**src/design/dmps_pkg.sv**
```systemverilog
`timescale 1ns / 1ps

package dmps_pkg;

  // Widest row the row store can hold.
  localparam int MAX_ROWS = 128;

  localparam int ADDR_W = $clog2(MAX_ROWS);
  localparam int ROW_W  = $clog2(2 * MAX_ROWS - 1);
  localparam int N_W    = $clog2(MAX_ROWS + 1);

  localparam int CFG_W  = 8;
  localparam int CELL_W = 15;
  localparam int SUM_W  = 23;

  localparam logic [SUM_W-1:0] SUM_MAX = {SUM_W{1'b1}};

  typedef logic [1:0] mode_t;

  localparam mode_t MODE_FIRST  = 2'd0;
  localparam mode_t MODE_WIDEN  = 2'd1;
  localparam mode_t MODE_NARROW = 2'd2;

  typedef struct packed {
    logic [ADDR_W-1:0] col;
    mode_t             mode;
    logic              use_above;
    logic              use_left;
    logic              row_end;
    logic              diamond_end;
  } cell_ctrl_t;

  typedef struct packed {
    logic s2_valid;
    logic s2_fire;
    logic s2_end;
  } dp_status_t;

endpackage

```
**src/design/dmps_seq.sv**
```systemverilog
`timescale 1ns / 1ps

module dmps_seq (
  input  logic                        clk,
  input  logic                        rst,
  input  logic                        row_count_we,
  input  logic [dmps_pkg::CFG_W-1:0]  row_count,
  input  logic                        accept,
  output dmps_pkg::cell_ctrl_t        ctrl,
  output logic [dmps_pkg::ADDR_W-1:0] raddr_right
);
  import dmps_pkg::*;

  logic [CFG_W-1:0]  rows_cfg;
  logic [ROW_W-1:0]  row_index;
  logic [ADDR_W-1:0] col_index;

  logic [N_W-1:0]    n_eff;
  logic [ROW_W:0]    n_x;
  logic [ROW_W:0]    r_x;
  logic [ROW_W:0]    c_x;
  logic [ROW_W:0]    width;
  logic              widen;

  always_comb begin
    if (rows_cfg == '0) begin
      n_eff = N_W'(1);
    end else if (32'(rows_cfg) > MAX_ROWS) begin
      n_eff = N_W'(MAX_ROWS);
    end else begin
      n_eff = N_W'(rows_cfg);
    end

    n_x   = (ROW_W + 1)'(n_eff);
    r_x   = {1'b0, row_index};
    c_x   = (ROW_W + 1)'(col_index);
    widen = (r_x < n_x);
    width = widen ? (r_x + 1'b1) : ((n_x << 1) - 1'b1 - r_x);

    ctrl.col         = col_index;
    ctrl.use_above   = (c_x < r_x);
    ctrl.use_left    = (col_index != '0);
    ctrl.row_end     = ((c_x + 1'b1) == width);
    ctrl.diamond_end = ctrl.row_end && ((r_x + 1'b1) >= ((n_x << 1) - 1'b1));

    if (row_index == '0) begin
      ctrl.mode = MODE_FIRST;
    end else if (widen) begin
      ctrl.mode = MODE_WIDEN;
    end else begin
      ctrl.mode = MODE_NARROW;
    end

    // Only meaningful in the narrowing half, where it always stays inside the store.
    raddr_right = col_index + 1'b1;
  end

  always_ff @(posedge clk) begin
    if (rst) begin
      rows_cfg  <= CFG_W'(1);
      row_index <= '0;
      col_index <= '0;
    end else if (row_count_we) begin
      rows_cfg  <= row_count;
      row_index <= '0;
      col_index <= '0;
    end else if (accept) begin
      if (ctrl.row_end) begin
        col_index <= '0;
        row_index <= ctrl.diamond_end ? '0 : row_index + 1'b1;
      end else begin
        col_index <= col_index + 1'b1;
      end
    end
  end

endmodule

```
**config.mk**
```make
export PLATFORM = sky130hd
export DESIGN_NAME = dmps_seq
export DESIGN_NICKNAME = d
export VERILOG_FILES = /design/src/design/dmps_pkg.sv /design/src/design/dmps_seq.sv
export SDC_FILE = /design/constraint.sdc
export NUM_CORES = 1
export LEC_CHECK = 0
export ABC_AREA = 1
export ABC_CLOCK_PERIOD_IN_PS = 4600
export BUFFER_PORTS_ARGS = -buffer_cell sky130_fd_sc_hd__buf_2
export CAP_MARGIN = 20
export CELL_PAD_IN_SITES_DETAIL_PLACEMENT = 0
export CELL_PAD_IN_SITES_GLOBAL_PLACEMENT = 2
export CORE_AREA = 2 2 95 97
export DETAILED_ROUTE_END_ITERATION = 8
export DIE_AREA = 0 0 97 99
export PLACE_DENSITY = 0.83
export SLEW_MARGIN = 15
export SYNTH_ARGS = -nofsm -noshare
export SYNTH_HDL_FRONTEND = slang
export SYNTH_SLANG_ARGS = --single-unit
```
**constraint.sdc**
```tcl
create_clock -name clk -period 4.6 [get_ports clk]
set_clock_uncertainty 0.1 [all_clocks]
set_input_delay 0.69 -clock clk [delete_from_list [all_inputs] [get_ports clk]]
set_output_delay 0.69 -clock clk [all_outputs]
set_load 0.005 [all_outputs]
```
==> metrics <==
Crit. End Element=output pin; average wire per standard cell=13.2 µm; Initial DRC Count=63; hold_buf cts=0; Primary FF master, synth=dfxtp_1; largest net degree at the start of global routing=17; flops & latches, synth=23; GRT Util Overall=0.150; I/O Pins=32; Die X=97 µm; CORE AREA=8550 µm²; DR vias=2548; # H-tree levels=1; CTS tree=done; Reg clk slew, reported paths=0.09 ns; Crit path buffers/inverters=3; CP max stage delay=0.34 ns; synth warn=0; CP top delay family=simple AND/OR/NAND/NOR gates; xor and xnor area share after synthesis=0.0623; post-layout total power=775 µW; Initial Util=0.296; Synth Cell Area=2530 µm²; layout cells sized above 1=0.138; Layout Nets=475; TritonCTS buffer count=3; post-DP HPWL=6020 µm; Crit-path slowest cell=dfxtp_1; diode count=0; Finish-stage setup viols=0; GR Layer Usage met3=0.0184; largest family of logic cells by synthesized area=simple AND/OR/NAND/NOR gates; worst path cell trace=nor2_2 > nand2_1 > o21ai_4 > inv_1 > ha_1 > xnor2_2 > inv_1 > ha_1 > a21oi_1 > o21ai_2 > nand2_1 > nand2_1 > a21oi_1 > xor2_1 > nand2_1 > nand3_1 > nand2_1 > nor2_1 > nand4_1 > nor2_1 > buf_2; antenna violations before repair=0; GRT Residual Overflow=0; die area=9600 µm²; maximum net fanout on the critical path=5; Synth async-reset ratio=0; Slew @ Worst Pin=0.601 ns; fin crit period=4.21 ns; Synth Area in Compound Gates=0.110; max-cap violations=0; syn avg cell area=6.37 µm²; Initial DRT Pass Iterations=4; Root Buffer=clkbuf_8; syn nets=444; Synth-to-Final Area Change=13.3%; routability cong.=0.817; setup tns final=0 ns; post-synthesis instance total=397; Fmax achieved=0.237 GHz; Post-Synth Adder-Cell Area=0.173; Setup Buffers After CTS=0; RSZ-0062 raised after global routing=no; main area contributors after synthesis=dfxtp_1 (18%), ha_1 (17%), nand2_1 (13%); Port Buffers=31; critical path required time=3.81 ns; final wirelength=7080 µm; GRT met1 Usage=0.199; max-slew violations=0; DRC errors left=0; crit path kind=reg2out; Worst Setup Start Kind=flop; post-synthesis simple-gate area fraction=0.365; Post-synth top cells=nand2_1 (87), inv_1 (57), nand3_1 (42); most used routing layer in global routing=met2; Yosys top cell area share=0.182; Core Rows=34; post-synthesis mux area share=0; Final Cycle Share=0.916; outcome=finished clean; worst skew pair latency=0.27 ns; Longest Clk Path Bufs=2; Seq/Total Area, Yosys=0.182; number of flops mapped to enable cells by yosys=0; Pleak=1.56 nW; M2 GR Usage=0.264; first-pass GRT wire length=11900 µm; Sink Count=23; most frequent CP cell=nand2_1; Die Ht=99 µm; hold crit path type=reg2reg; VDD IR max=0.132 mV; Final Hold Viols=0; Cell variety after synth=34; count leader, synth=nand2_1; CP Data Arrival Time=3.42 ns; vias in the first global route=2336; Max-slew headroom=0.596; Pwr per Cell Area=271 nW/µm²; Yosys top cell by area=dfxtp_1; DR vias/cell=4.76; Post-DRT Antenna Nets=0
path summary, 6_finish.rpt:
path | cells after the start | to | slack [ns] | start
max reg2reg | 24 | row_index[6] | 0.87 | rows_cfg[0]
min | 2 | rows_cfg[0] | 0.40 | rows_cfg[0]
max | 21 | ctrl[0] | 0.39 | rows_cfg[0]
min reg2reg | 2 | rows_cfg[0] | 0.40 | rows_cfg[0]
metrics by stage:
| stage | cell area (µm²) | setup slack (ns) | instances | util | hold WS (ns) |
|---|---|---|---|---|---|
| 6_report | 2870 | 0.387 | 535 | 0.335 | 0.401 |
| 5_1_grt | 2870 | 0.0157 | 535 | 0.335 | 0.423 |
| 4_1_cts | 2840 | 0.260 | 535 | 0.333 | 0.403 |
| 3_5_place_dp | 2800 | 0.567 | 531 | 0.327 | 0.389 |
| 3_3_place_gp | 2800 | 0.604 | 531 | 0.327 | 0.384 |
| 2_1_floorplan | 2530 | 1.12 | 397 | - | 0.362 |
layer usage:
layer / routed length, µm / up-vias
met5: 0 / -
met4: 112 / 0
met3: 256 / 6
met2: 3310 / 49
met1: 3400 / 1140
li1: - / 1353
what timing repair did:
action                                 4_1_cts  5_1_grt
resized for setup                            0        4
endpoints found under the hold margin        0        0
setup endpoints to repair                    0        2
tightest hold or removal path, cell delays in order, from the launching register on:
cell	delay, ns
dfxtp_1	0.34
nand2_1	0.07
nand3_1	0.05
layout make-up:
class                      count  area [µm²]
clock buffer                   4        45.0
timing repair buffer          33         170
fill                         979        5690
multi-input combinational    305        1820
tap                          108         135
sequential                    23         460
inverter                      62         233
power breakdown:
part	internal, mW	switching, mW	total (mW)
combinational	0.155	0.272	0.427
clock	0.0619	0.0709	0.133
sequential	0.207	0.00816	0.215
layout by cell type (no fill, tap or decap), types with 13 or more instances in the layout:
master and instances:
dfxtp_1 23, inv_1 57, ha_1 35, xor2_1 13, nand3_1 42, nand2_1 87
nor2_1 36, buf_2 31, a21oi_1 31, nand4_1 14
state kept, by name (all words and copies together), names as in the netlist:
name / cells
col_index: 7
row_index: 8
rows_cfg: 8
cell families (layout without fill, tap and decap cells):
kind of cell | count (synthesis) | count (layout)
xor gates and xnor gates | 18 | 18
buffers and inverters | 69 | 99
and+or+nand+nor | 200 | 200
adders and majority gates | 35 | 35
AOI/OAI and AO/OA | 51 | 51
other | 1 | 1
DFF | 23 | 23
(Power assumes the default switching activity.)
